## src/rtl/olt_pkg.sv

```systemverilog
`timescale 1ns / 1ps

package olt_pkg;

  localparam int KIND_W        = 3;
  localparam int POSITION_W    = 7;
  localparam int HANDLE_W      = 32;
  localparam int COUNT_FIELD_W = 7;

  typedef enum logic [KIND_W-1:0] {
    K_INSERT_AT    = 3'd0,
    K_APPEND       = 3'd1,
    K_REMOVE_AT    = 3'd2,
    K_REMOVE_VALUE = 3'd3,
    K_CONTAINS     = 3'd4,
    K_GET          = 3'd5,
    K_SET          = 3'd6,
    K_CLEAR        = 3'd7
  } kind_t;

  typedef enum logic [1:0] {
    ST_OK    = 2'd0,
    ST_RANGE = 2'd1,
    ST_FULL  = 2'd2
  } status_t;

  typedef enum logic [2:0] {
    S_IDLE,
    S_SHIFT_UP,
    S_PUT_VALUE,
    S_SHIFT_DOWN,
    S_SEARCH,
    S_GET_WAIT,
    S_DONE
  } seq_state_t;

  typedef struct packed {
    kind_t                 kind;
    logic [POSITION_W-1:0] position;
    logic [HANDLE_W-1:0]   handle_value;
  } op_item_t;

  typedef struct packed {
    status_t                  status;
    logic                     found;
    logic [HANDLE_W-1:0]      read_value;
    logic [COUNT_FIELD_W-1:0] entry_count;
  } result_item_t;

endpackage

```

## src/rtl/olt_ram.sv

```systemverilog
`timescale 1ns / 1ps

module olt_ram #(
  parameter int DEPTH = 64,
  parameter int AW    = 6,
  parameter int DW    = 32
) (
  input  logic          clk,
  input  logic          wr_en,
  input  logic [AW-1:0] wr_addr,
  input  logic [DW-1:0] wr_data,
  input  logic          rd_en,
  input  logic [AW-1:0] rd_addr,
  output logic [DW-1:0] rd_data
);

  logic [DW-1:0] mem [DEPTH];

  always_ff @(posedge clk) begin
    if (wr_en) begin
      mem[wr_addr] <= wr_data;
    end
  end

  always_ff @(posedge clk) begin
    if (rd_en) begin
      rd_data <= mem[rd_addr];
    end
  end

endmodule

```

## src/rtl/olt_seq.sv

```systemverilog
`timescale 1ns / 1ps

module olt_seq #(
  parameter int CAPACITY    = 64,
  parameter int VALUE_WIDTH = 32,
  parameter int AW          = 6,
  parameter int CW          = 7
) (
  input  logic                  clk,
  input  logic                  rst,
  input  logic                  item_valid,
  input  olt_pkg::op_item_t     item,
  output logic                  item_stall,
  output logic                  res_valid,
  output olt_pkg::result_item_t res,
  input  logic                  res_take,
  output logic                  mem_wr_en,
  output logic [AW-1:0]         mem_wr_addr,
  output logic [VALUE_WIDTH-1:0] mem_wr_data,
  output logic                  mem_rd_en,
  output logic [AW-1:0]         mem_rd_addr,
  input  logic [VALUE_WIDTH-1:0] mem_rd_data
);

  import olt_pkg::*;

  localparam int CMPW = (CW > COUNT_FIELD_W) ? CW : COUNT_FIELD_W;

  seq_state_t state, state_next;
  logic [CW-1:0] cnt, cnt_next;

  kind_t                  kind_r, kind_r_next;
  logic [AW-1:0]          pos_r, pos_r_next;
  logic [VALUE_WIDTH-1:0] val_r, val_r_next;
  logic [AW-1:0]          idx, idx_next;
  status_t                res_status, res_status_next;
  logic                   res_found, res_found_next;
  logic [HANDLE_W-1:0]    res_read, res_read_next;

  logic [CMPW-1:0] pos_c, cnt_c, ins_at, pos_p1;
  logic [CW-1:0]   cnt_m1;
  logic [63:0]     hv_wide, rd_wide;
  logic [VALUE_WIDTH-1:0] val_in;
  logic ins_range, is_full, ins_tail, in_range, rem_tail, list_empty;
  logic hit, scan_last, shdn_last, up_last;

  always_comb begin
    pos_c      = CMPW'(item.position);
    cnt_c      = CMPW'(cnt);
    ins_at     = (item.kind == K_APPEND) ? cnt_c : pos_c;
    ins_range  = ins_at > cnt_c;
    is_full    = cnt == CW'(CAPACITY);
    ins_tail   = ins_at == cnt_c;
    in_range   = pos_c < cnt_c;
    pos_p1     = pos_c + CMPW'(1);
    rem_tail   = pos_p1 == cnt_c;
    list_empty = cnt == '0;
    cnt_m1     = cnt - CW'(1);
    hv_wide    = 64'(item.handle_value);
    val_in     = hv_wide[VALUE_WIDTH-1:0];
    rd_wide    = 64'(mem_rd_data);
    hit        = mem_rd_data == val_r;
    scan_last  = (CW'(idx) + CW'(1)) == cnt;
    shdn_last  = (CW'(idx) + CW'(2)) == cnt;
    up_last    = idx == (pos_r + AW'(1));
  end

  // next state
  always_comb begin
    state_next = state;
    unique case (state)
      S_IDLE: begin
        if (item_valid) begin
          unique case (item.kind) inside
            K_INSERT_AT, K_APPEND: begin
              state_next = (ins_range || is_full || ins_tail) ? S_DONE : S_SHIFT_UP;
            end
            K_REMOVE_AT: begin
              state_next = (!in_range || rem_tail) ? S_DONE : S_SHIFT_DOWN;
            end
            K_REMOVE_VALUE, K_CONTAINS: begin
              state_next = list_empty ? S_DONE : S_SEARCH;
            end
            K_GET: begin
              state_next = in_range ? S_GET_WAIT : S_DONE;
            end
            K_SET, K_CLEAR: begin
              state_next = S_DONE;
            end
          endcase
        end
      end
      S_SHIFT_UP: begin
        if (up_last) state_next = S_PUT_VALUE;
      end
      S_PUT_VALUE: begin
        state_next = S_DONE;
      end
      S_SHIFT_DOWN: begin
        if (shdn_last) state_next = S_DONE;
      end
      S_SEARCH: begin
        if (hit) begin
          state_next = (kind_r == K_CONTAINS || scan_last) ? S_DONE : S_SHIFT_DOWN;
        end else if (scan_last) begin
          state_next = S_DONE;
        end
      end
      S_GET_WAIT: begin
        state_next = S_DONE;
      end
      S_DONE: begin
        if (res_take) state_next = S_IDLE;
      end
      default: begin
        state_next = S_IDLE;
      end
    endcase
  end

  // memory accesses and register updates
  always_comb begin
    item_stall      = state != S_IDLE;
    res_valid       = state == S_DONE;
    mem_wr_en       = 1'b0;
    mem_wr_addr     = idx;
    mem_wr_data     = mem_rd_data;
    mem_rd_en       = 1'b0;
    mem_rd_addr     = idx;
    cnt_next        = cnt;
    idx_next        = idx;
    kind_r_next     = kind_r;
    pos_r_next      = pos_r;
    val_r_next      = val_r;
    res_status_next = res_status;
    res_found_next  = res_found;
    res_read_next   = res_read;
    unique case (state)
      S_IDLE: begin
        if (item_valid) begin
          kind_r_next     = item.kind;
          pos_r_next      = ins_at[AW-1:0];
          val_r_next      = val_in;
          res_status_next = ST_OK;
          res_found_next  = 1'b0;
          res_read_next   = '0;
          unique case (item.kind) inside
            K_INSERT_AT, K_APPEND: begin
              if (ins_range) begin
                res_status_next = ST_RANGE;
              end else if (is_full) begin
                res_status_next = ST_FULL;
              end else if (ins_tail) begin
                mem_wr_en   = 1'b1;
                mem_wr_addr = ins_at[AW-1:0];
                mem_wr_data = val_in;
                cnt_next    = cnt + CW'(1);
              end else begin
                // walk down from the tail, moving each entry up one place
                mem_rd_en   = 1'b1;
                mem_rd_addr = cnt_m1[AW-1:0];
                idx_next    = cnt[AW-1:0];
              end
            end
            K_REMOVE_AT: begin
              if (!in_range) begin
                res_status_next = ST_RANGE;
              end else if (rem_tail) begin
                cnt_next = cnt_m1;
              end else begin
                mem_rd_en   = 1'b1;
                mem_rd_addr = pos_p1[AW-1:0];
                idx_next    = pos_c[AW-1:0];
              end
            end
            K_REMOVE_VALUE, K_CONTAINS: begin
              if (list_empty) begin
                if (item.kind == K_REMOVE_VALUE) res_status_next = ST_RANGE;
              end else begin
                mem_rd_en   = 1'b1;
                mem_rd_addr = '0;
                idx_next    = '0;
              end
            end
            K_GET: begin
              if (in_range) begin
                mem_rd_en   = 1'b1;
                mem_rd_addr = pos_c[AW-1:0];
              end else begin
                res_status_next = ST_RANGE;
              end
            end
            K_SET: begin
              if (in_range) begin
                mem_wr_en   = 1'b1;
                mem_wr_addr = pos_c[AW-1:0];
                mem_wr_data = val_in;
              end else begin
                res_status_next = ST_RANGE;
              end
            end
            K_CLEAR: begin
              cnt_next = '0;
            end
          endcase
        end
      end
      S_SHIFT_UP: begin
        mem_wr_en = 1'b1;
        if (!up_last) begin
          mem_rd_en   = 1'b1;
          mem_rd_addr = idx - AW'(2);
          idx_next    = idx - AW'(1);
        end
      end
      S_PUT_VALUE: begin
        mem_wr_en   = 1'b1;
        mem_wr_addr = pos_r;
        mem_wr_data = val_r;
        cnt_next    = cnt + CW'(1);
      end
      S_SHIFT_DOWN: begin
        mem_wr_en = 1'b1;
        if (shdn_last) begin
          cnt_next = cnt_m1;
        end else begin
          mem_rd_en   = 1'b1;
          mem_rd_addr = idx + AW'(2);
          idx_next    = idx + AW'(1);
        end
      end
      S_SEARCH: begin
        if (hit) begin
          if (kind_r == K_CONTAINS) begin
            res_found_next = 1'b1;
          end else if (scan_last) begin
            cnt_next = cnt_m1;
          end else begin
            // idx stays on the match, which becomes the first write target
            mem_rd_en   = 1'b1;
            mem_rd_addr = idx + AW'(1);
          end
        end else if (scan_last) begin
          if (kind_r == K_REMOVE_VALUE) res_status_next = ST_RANGE;
        end else begin
          mem_rd_en   = 1'b1;
          mem_rd_addr = idx + AW'(1);
          idx_next    = idx + AW'(1);
        end
      end
      S_GET_WAIT: begin
        res_read_next = rd_wide[HANDLE_W-1:0];
      end
      S_DONE: begin
      end
      default: begin
      end
    endcase
  end

  always_comb begin
    res.status      = res_status;
    res.found       = res_found;
    res.read_value  = res_read;
    res.entry_count = cnt_c[COUNT_FIELD_W-1:0];
  end

  always_ff @(posedge clk) begin
    if (rst) begin
      state <= S_IDLE;
      cnt   <= '0;
    end else begin
      state <= state_next;
      cnt   <= cnt_next;
    end
  end

  always_ff @(posedge clk) begin
    kind_r     <= kind_r_next;
    pos_r      <= pos_r_next;
    val_r      <= val_r_next;
    idx        <= idx_next;
    res_status <= res_status_next;
    res_found  <= res_found_next;
    res_read   <= res_read_next;
  end

endmodule

```

## src/rtl/ordered_list_table_engine.sv

```systemverilog
`timescale 1ns / 1ps

// channel   direction  payload          handshake
// op        in         op_item_t        op_valid / op_stall
// result    out        result_item_t    result_valid / result_stall
//
// one item at a time; append, set, clear and inserts or removes at the tail go straight
// from idle to done, while get passes through a read wait state first
// shifting inserts move entries through the shift-up state and then write the new value, shifting removes
// move entries through the shift-down state, searches read the entries in turn and a value remove
// shifts the later entries down after a match; the entry memory moves one entry per cycle through its
// one read and one write port; reset clears the count and the control state; the entry memory is not cleared
// a finished item waits in the output register while the next item is accepted

module ordered_list_table_engine #(
  parameter int CAPACITY    = 64,
  parameter int VALUE_WIDTH = 32
) (
  input  logic                  clk,
  input  logic                  rst,
  input  logic                  op_valid,
  output logic                  op_stall,
  input  olt_pkg::op_item_t     op,
  output logic                  result_valid,
  input  logic                  result_stall,
  output olt_pkg::result_item_t result
);

  import olt_pkg::*;

  localparam int AW = $clog2(CAPACITY);
  localparam int CW = $clog2(CAPACITY + 1);
  localparam logic [COUNT_FIELD_W-1:0] CAP_LOW = COUNT_FIELD_W'(CAPACITY);

  logic                   res_valid, res_take;
  result_item_t           res;
  logic                   mem_wr_en, mem_rd_en;
  logic [AW-1:0]          mem_wr_addr, mem_rd_addr;
  logic [VALUE_WIDTH-1:0] mem_wr_data, mem_rd_data;

  olt_ram #(
    .DEPTH (CAPACITY),
    .AW    (AW),
    .DW    (VALUE_WIDTH)
  ) u_ram (
    .clk     (clk),
    .wr_en   (mem_wr_en),
    .wr_addr (mem_wr_addr),
    .wr_data (mem_wr_data),
    .rd_en   (mem_rd_en),
    .rd_addr (mem_rd_addr),
    .rd_data (mem_rd_data)
  );

  olt_seq #(
    .CAPACITY    (CAPACITY),
    .VALUE_WIDTH (VALUE_WIDTH),
    .AW          (AW),
    .CW          (CW)
  ) u_seq (
    .clk         (clk),
    .rst         (rst),
    .item_valid  (op_valid),
    .item        (op),
    .item_stall  (op_stall),
    .res_valid   (res_valid),
    .res         (res),
    .res_take    (res_take),
    .mem_wr_en   (mem_wr_en),
    .mem_wr_addr (mem_wr_addr),
    .mem_wr_data (mem_wr_data),
    .mem_rd_en   (mem_rd_en),
    .mem_rd_addr (mem_rd_addr),
    .mem_rd_data (mem_rd_data)
  );

  // output register: loads when empty or being drained
  assign res_take = !result_valid || !result_stall;

  always_ff @(posedge clk) begin
    if (rst) begin
      result_valid <= 1'b0;
    end else if (res_valid && res_take) begin
      result_valid <= 1'b1;
    end else if (!result_stall) begin
      result_valid <= 1'b0;
    end
  end

  always_ff @(posedge clk) begin
    if (res_valid && res_take) begin
      result <= res;
    end
  end

  a_one_item_at_a_time: assert property (@(posedge clk) disable iff (rst)
    (op_valid && !op_stall) |=> op_stall)
    else $error("item accepted while another is in progress");

  a_full_means_at_capacity: assert property (@(posedge clk) disable iff (rst)
    (result_valid && result.status == ST_FULL) |-> result.entry_count == CAP_LOW)
    else $error("full status with list below capacity");

  a_found_is_clean: assert property (@(posedge clk) disable iff (rst)
    (result_valid && result.found) |-> (result.status == ST_OK && result.read_value == '0))
    else $error("found flag with error status or read value");

  a_handoff_needs_room: assert property (@(posedge clk) disable iff (rst)
    (res_valid && !res_take) |=> res_valid)
    else $error("finished item dropped before the output register took it");

endmodule
```

## config.mk

```make
export PLATFORM = sky130hd
export DESIGN_NAME = ordered_list_table_engine
export DESIGN_NICKNAME = d
export VERILOG_FILES = /design/src/rtl/olt_pkg.sv /design/src/rtl/olt_ram.sv /design/src/rtl/olt_seq.sv /design/src/rtl/ordered_list_table_engine.sv
export SDC_FILE = /design/constraint.sdc
export NUM_CORES = 2
export LEC_CHECK = 0
export ABC_AREA = 1
export BUFFER_PORTS_ARGS = -buffer_cell sky130_fd_sc_hd__buf_2
export CORE_AREA = 5 5 572 574
export DETAILED_ROUTE_END_ITERATION = 6
export DIE_AREA = 0 0 577 579
export HOLD_SLACK_MARGIN = 0.08
export PLACE_DENSITY = 0.43
export SYNTH_ARGS = -nofsm -noshare
export SYNTH_HDL_FRONTEND = slang
export SYNTH_SLANG_ARGS = --single-unit
```

## constraint.sdc

```tcl
create_clock -name clk -period 6.02 [get_ports clk]
set_input_delay 0.301 -clock clk [delete_from_list [all_inputs] [get_ports clk]]
set_output_delay 0.301 -clock clk [all_outputs]
set_load 0.01 [all_outputs]
```

# After elaboration in Yosys (flattened, before gate mapping)
# Memories as Yosys holds them, arrays and structs flattened. A register that Yosys moved wholly into a read port is not among the register bits.
# Cells that the tools add are included.
[op_classes] n_eq_ne=45 multipliers=0 mux=107 magnitude_cmp=2 bitwise_logic=0 addsub=10 n_div=0 n_reduce_logical=30 shifts=0
[ops] operator="$mux W32" n=6
[ops] operator="$pmux W32 S2" n=3
[ops] operator="$mux W6" n=26
[ops] operator="$mux W7" n=11
[ops] operator="$pmux W6 S4" n=3
[ops] operator="$eq A32 B32 Y1" n=1
[ops] operator="$eq A7 B7 Y1" n=4
[ops] operator="$pmux W7 S4" n=1
[ops] operator="$mux W3" n=9
[ops] operator="$mux W1" n=26
[ops] operator="$eq A3 B3 Y1 const B" n=8
[ops] operator="$pmux W6 S2" n=2
[ops] operator="$pmux W7 S3" n=1
[ops] operator="$mux W2" n=9
[ops] operator="$pmux W3 S6" n=1
[ops] operator="$pmux W6 S3" n=1
[ops] operator="$ne A2 B1 Y1 const B" n=8
[ops] operator="$eq A3 B2 Y1 const B" n=5
[ops] operator="$pmux W3 S5" n=1
[ops] operator="$add A7 B1 Y7 const B" n=2
[ops] operator="$add A6 B1 Y6 const B" n=2
[ops] operator="$ne A3 B3 Y1 const B" n=4
[ops] operator="$reduce_and A12 Y1" n=1
[ops] operator="$reduce_and A11 Y1" n=1
[ops] operator="other kinds (33)" n=58
[totals] mem_bits_rw=2048 memories=1 out_inout_bits=44 wordCells=209 in_bits=46 latch_bits=0 regBits=135 mem_bits_ro=0
[mem_list] memory="u_ram.mem" depth=64 width=32 read_ports=1 rd_clocked_by_memory_dff=1 wr=1 line="olt_ram.sv:17" text="logic [DW-1:0] mem [DEPTH];"

# Longest topological paths before layout
[logic_depth] ltp_word=11 ltp_mapped=30 ltp_nobuf=25

# Hierarchy
# A second synthesis with hierarchy kept.
[unflattened] hier_cells=7926 area_unflattened_um2=92188.4
[by_module_without_submodules] module="olt_ram" cells_per_inst=6785 seq_area_each_um2=62459.9 n_inst=1 area_per_inst_um2=83106.0
[by_module_without_submodules] module="olt_seq" cells_per_inst=1094 seq_area_each_um2=2662.6 n_inst=1 area_per_inst_um2=7777.5
[by_module_without_submodules] module="ordered_list_table_engine" cells_per_inst=47 seq_area_each_um2=1281.2 n_inst=1 area_per_inst_um2=1305.0

# Worst setup path after synthesis
# OpenSTA, ideal clock, no wires.
[synth_path] path_kind="input to register" startpoint="input port op[41] in the netlist's numbering" endpoint="memory u_ram.mem[11][0], enable pin" n_path_buf=2 slack_ns=1.153 t_arrival_ns=4.446 stages=21 setup_ns=0.421 required_ns=5.599 path_cell_list="buf_2 -> nor2_4 -> nand2_2 -> clkbuf_1 -> nand2_1 -> o21ai_0 -> ha_1 -> nand2_1 -> nor2_1 -> o21ai_1 -> nor2_1 -> nand2_1 -> nor2_1 -> nand2_1 -> a21oi_1 -> o21ai_0 -> a22oi_1 -> inv_1 -> nor2_1 -> nand2_1 -> nor2_1"
[synth_between] elab_chain_cells=11 elab_cells_between_ends=21 classes_between="order compare (1); eq/ne (3); mux (15); reduce/logical (2)"
[synth_rtl] element="from (decl)" line="ordered_list_table_engine.sv:23" text="input olt_pkg::op_item_t op,"
[synth_rtl] element="$eq A3 B1 Y1 *" line="olt_seq.sv:50" text="ins_at = (item.kind == K_APPEND) ? cnt_c : pos_c;"
[synth_rtl] element="$mux W7 *" line="olt_seq.sv:50"
[synth_rtl] element="via u_seq.ins_at[5]" line="olt_seq.sv:40" text="logic [CMPW-1:0] pos_c, cnt_c, ins_at, pos_p1;"
[synth_rtl] element="branches (longest 9 deep; another with $gt A7 B7 Y1)"
[synth_rtl] element="to (decl)" line="olt_ram.sv:17"
# Mark *: on every way through the listed nets, which the timed path passes.

# Worst setup path after layout
[layout_path] startpoint="register u_seq.cnt[3]" endpoint="register u_ram.rd_data[27], read port of u_ram.mem, data pin"
[layout_between] elab_chain_cells=8 elab_cells_between_ends=38 classes_between="add/sub (1); order compare (2); eq/ne (5); mux (29); reduce/logical (1)"
[layout_rtl] element="from (decl)" line="olt_seq.sv:30" text="logic [CW-1:0] cnt, cnt_next;"
[layout_rtl] element="from (signal assigned)" line="olt_seq.sv:274" text="cnt <= cnt_next;"
[layout_rtl] element="branches (longest 8 deep; another with $sub A7 B1 Y7)"
[layout_rtl] element="to (decl)" line="olt_ram.sv:14" text="output logic [DW-1:0] rd_data"
# Several ways; the timed one is not identified.
# A chain may end at the register's enable or synchronous reset.

==> results.txt <==
Outcome: finished, final reports clean
Synth Area per Inst: 10.7 sq um
Share of flip-flops with an asynchronous set or reset: 0
Die Wd: 577 microns
Clk_lat worst skew: 950 ps
WP depth: 23
Netlist cell types: 45
GRT Residual Overflow: 0
Critical path's slowest cell: dfxtp_1
Initial DRC count: 7359
Antenna Violating Nets Remaining: 0
WP data required: 6770 ps
Ranking of synthesized cells by area: edfxtp_1 69%, nand2_1 13%, nand3_1 11%
Initial antenna violation count: 22
Relative slew slack: 0.116
Starting Density: 0.298
WHS: 148 ps
Crit path cell chain: clkinvlp_4, ha_1, nand2_1, nor2_1, nand2_1, nand2_2, inv_1, nand3_1, nor2_1, nor2_1, nand2_1, nand2_8, buf_12, buf_12, buf_4, nand3_1, nand2_1, nand2_1, nand3_1, nand3_1, nand3_1, nand3_1, nand2_1
Final GP Congestion: 0.885
Minimum clock period: 5640 ps
Seq/Total Area, Yosys: 0.692
Setup TNS: 0 ps
Number of flops mapped to enable cells by yosys: 2204
Clock Tree Buf Depth: 4
Largest stage delay, worst path: 680 ps
Fin nets: 9267
Max-Cap Viols: 0
Max Clock Skew: 88.8 ps
Post-synthesis cell count: 8937
Worst Hold Depth: 2
Slew @ Worst Pin: 1330 ps
Crit share post-route: 0.937
Htree depth: 4
Core area: 322000 sq um
Post-Syn Nets: 9005
Worst hold start: op[20]
CTS tree: yes
Pin count of the biggest net entering global routing: 100
RSZ-0062 raised after global routing: no
Post-synth top area cell: edfxtp_1
Worst min-delay path class: in2reg
Worst Hold Endpoint: u_seq.val_r[20]$_DFFE_PP_
Startpoint Class: flip-flop
Layout area overhead: 18.8%
Die Ht: 579 microns
Synth warn: 0
CTS buffer count: 244
Final hold violations: 0
Worst reg2reg startpoint: u_seq.cnt[3]$_SDFFE_PP0P_
CP top delay family: simple AND/OR/NAND/NOR gates
Global-route wire length before repair: 504000 microns
Path depth of the worst reg2reg path: 23
Routed wire length: 353000 microns
WL per Instance: 25.7 microns
Setup Buffers After CTS: 0
Post-route DRC: 0
# setup viols final: 0
Drt first pass iters: 6
Layout filler cell count: 31800
Seq cells post-synth: 2215
Root buf cell: clkbuf_16
Gr usage total: 0.205
Top-area cell type share of the netlist area: 0.689
Crit. End Element: flip-flop
Crit path buffers/inverters: 5
HPWL Detailed: 204000 microns
Vias/cell: 5.07
Port bufs: 89
Mapped Area: 96000 sq um
Boundary Pins: 90
FP Rows: 209
Vias in the first global route: 66900
Most common cell in the netlist: nand2_1
Worst-path fanout max: 43
Die area: 334000 sq um
Clock transition at path regs: 70 ps
Top FF cell, synth: edfxtp_1
Vias: 69600
Clk sinks: 2215
Max Clk Rate: 177 MHz
Layout cells sized above 1: 0.111
R2r endpoint: u_ram.rd_data[27]$_DFFE_PP_
Crit path kind: reg2reg
CP Data Arrival Time: 6400 ps
Post-synth top cells: 3385 x nand2_1, 2204 x edfxtp_1, 2027 x nand3_1
Flop2flop setup slack: 380 ps
Final Slew Violations: 0
per-stage QoR:
stage,std cells,instance area [sq um],utilization,setup slack [ps]
after floorplan,8937,96000,-,1150
final,13700,114000,0.354,377
after global placement,13200,106000,0.329,-90.2
after CTS,13700,114000,0.354,25.2
after detailed placement,13200,106000,0.329,-52.5
after global routing,13700,114000,0.354,44.2
cell usage in the layout (no fill, tap or decap), types with 11 or more instances in the layout:
cell type / n
dfxtp_1: 11
nand3_1: 2023
o211ai_1: 39
clkinv_2: 55
buf_2: 89
a21oi_1: 39
ha_1: 22
clkinv_1: 66
a22oi_1: 32
nor2_4: 67
nand2_1: 3357
dlygate4sd3_1: 52
bufinv_16: 14
inv_1: 117
xnor2_1: 21
clkbuf_16: 246
o21ai_0: 91
buf_12: 201
nor2_1: 126
nor3_1: 19
nand2_2: 28
nand4_1: 13
buf_4: 274
clkbuf_1: 48
xor2_1: 34
edfxtp_1: 2204
registers in the layout, summed over array words and instances (netlist names), 2 cells and up:
name / cells
result: 42
u_seq.idx: 6
u_seq.res_read: 32
u_ram.mem: 2048
u_seq.pos_r: 6
u_seq.kind_r: 3
u_seq.state: 3
u_ram.rd_data: 32
u_seq.res_status: 2
u_seq.cnt: 7
u_seq.val_r: 32
layout make-up:
class                      count  area [sq um]  area share
clock buffer                 297          6380      0.0559
sequential                  2215         66400       0.582
tap                         4325          5410      0.0474
antenna                        5          12.5    0.000110
multi-input combinational   5988         27000       0.237
inverter                     134           514     0.00451
clock inverter               155          1250      0.0109
timing repair buffer         616          7050      0.0618
layer usage:
layer,vias up,part of all wire,global-route usage
met1,34900,0.44,0.291
li1,31700,-,-
met4,2,0.032,0.0610
met2,2513,0.46,0.330
met5,-,0.000037,0
met3,436,0.064,0.0257
worst register-to-register path: stages, from the launching register on:
cell and delay (ps):
dfxtp_1 680, clkinvlp_4 430, ha_1 380, nand2_1 50, nor2_1 80, nand2_1 90
nand2_2 330, inv_1 150, nand3_1 260, nor2_1 80, nor2_1 170, nand2_1 180
nand2_8 170, buf_12 220, buf_12 260, buf_4 510, nand3_1 150, nand2_1 90
nand2_1 50, nand3_1 80, nand3_1 190, nand3_1 290, nand3_1 350, nand2_1 280
logic make-up (layout without fill, tap and decap cells):
family,count (synthesis),in the layout,share of synthesized area
compound gates,257,257,0.0166
xor+xnor,55,55,0.00502
fa+ha+maj,22,22,0.00287
buf+inv,734,1202,0.0352
flops,2215,2215,0.692
mux,1,1,0.000104
other cells,0,5,0
simple gates,5653,5653,0.249
what timing repair did:
| item | in CTS | in global routing |
|---|---|---|
| setup endpoints to repair | 2 | 24 |
| endpoints found under the hold margin | 113 | 0 |
| hold buffers | 52 | 0 |
| resized for setup | 2 | 3 |
worst max path at each step:
stage	start	end	slack [ps]
CTS	u_seq.cnt[3]$_SDFFE_PP0P_	u_ram.rd_data[17]$_DFFE_PP_	30
detailed placement	u_seq.cnt[3]$_SDFFE_PP0P_	u_ram.rd_data[25]$_DFFE_PP_	-50
finish	u_seq.cnt[3]$_SDFFE_PP0P_	u_ram.rd_data[27]$_DFFE_PP_	380
global route	u_seq.cnt[3]$_SDFFE_PP0P_	u_ram.rd_data[27]$_DFFE_PP_	40
global placement	u_seq.cnt[3]$_SDFFE_PP0P_	u_ram.rd_data[25]$_DFFE_PP_	-90
floorplan	op[41]	u_ram.mem[11][0]$_DFFE_PP_	1150
Power is not shown: default switching activity piles up to over one toggle a cycle in this logic, so the estimate is an artifact.
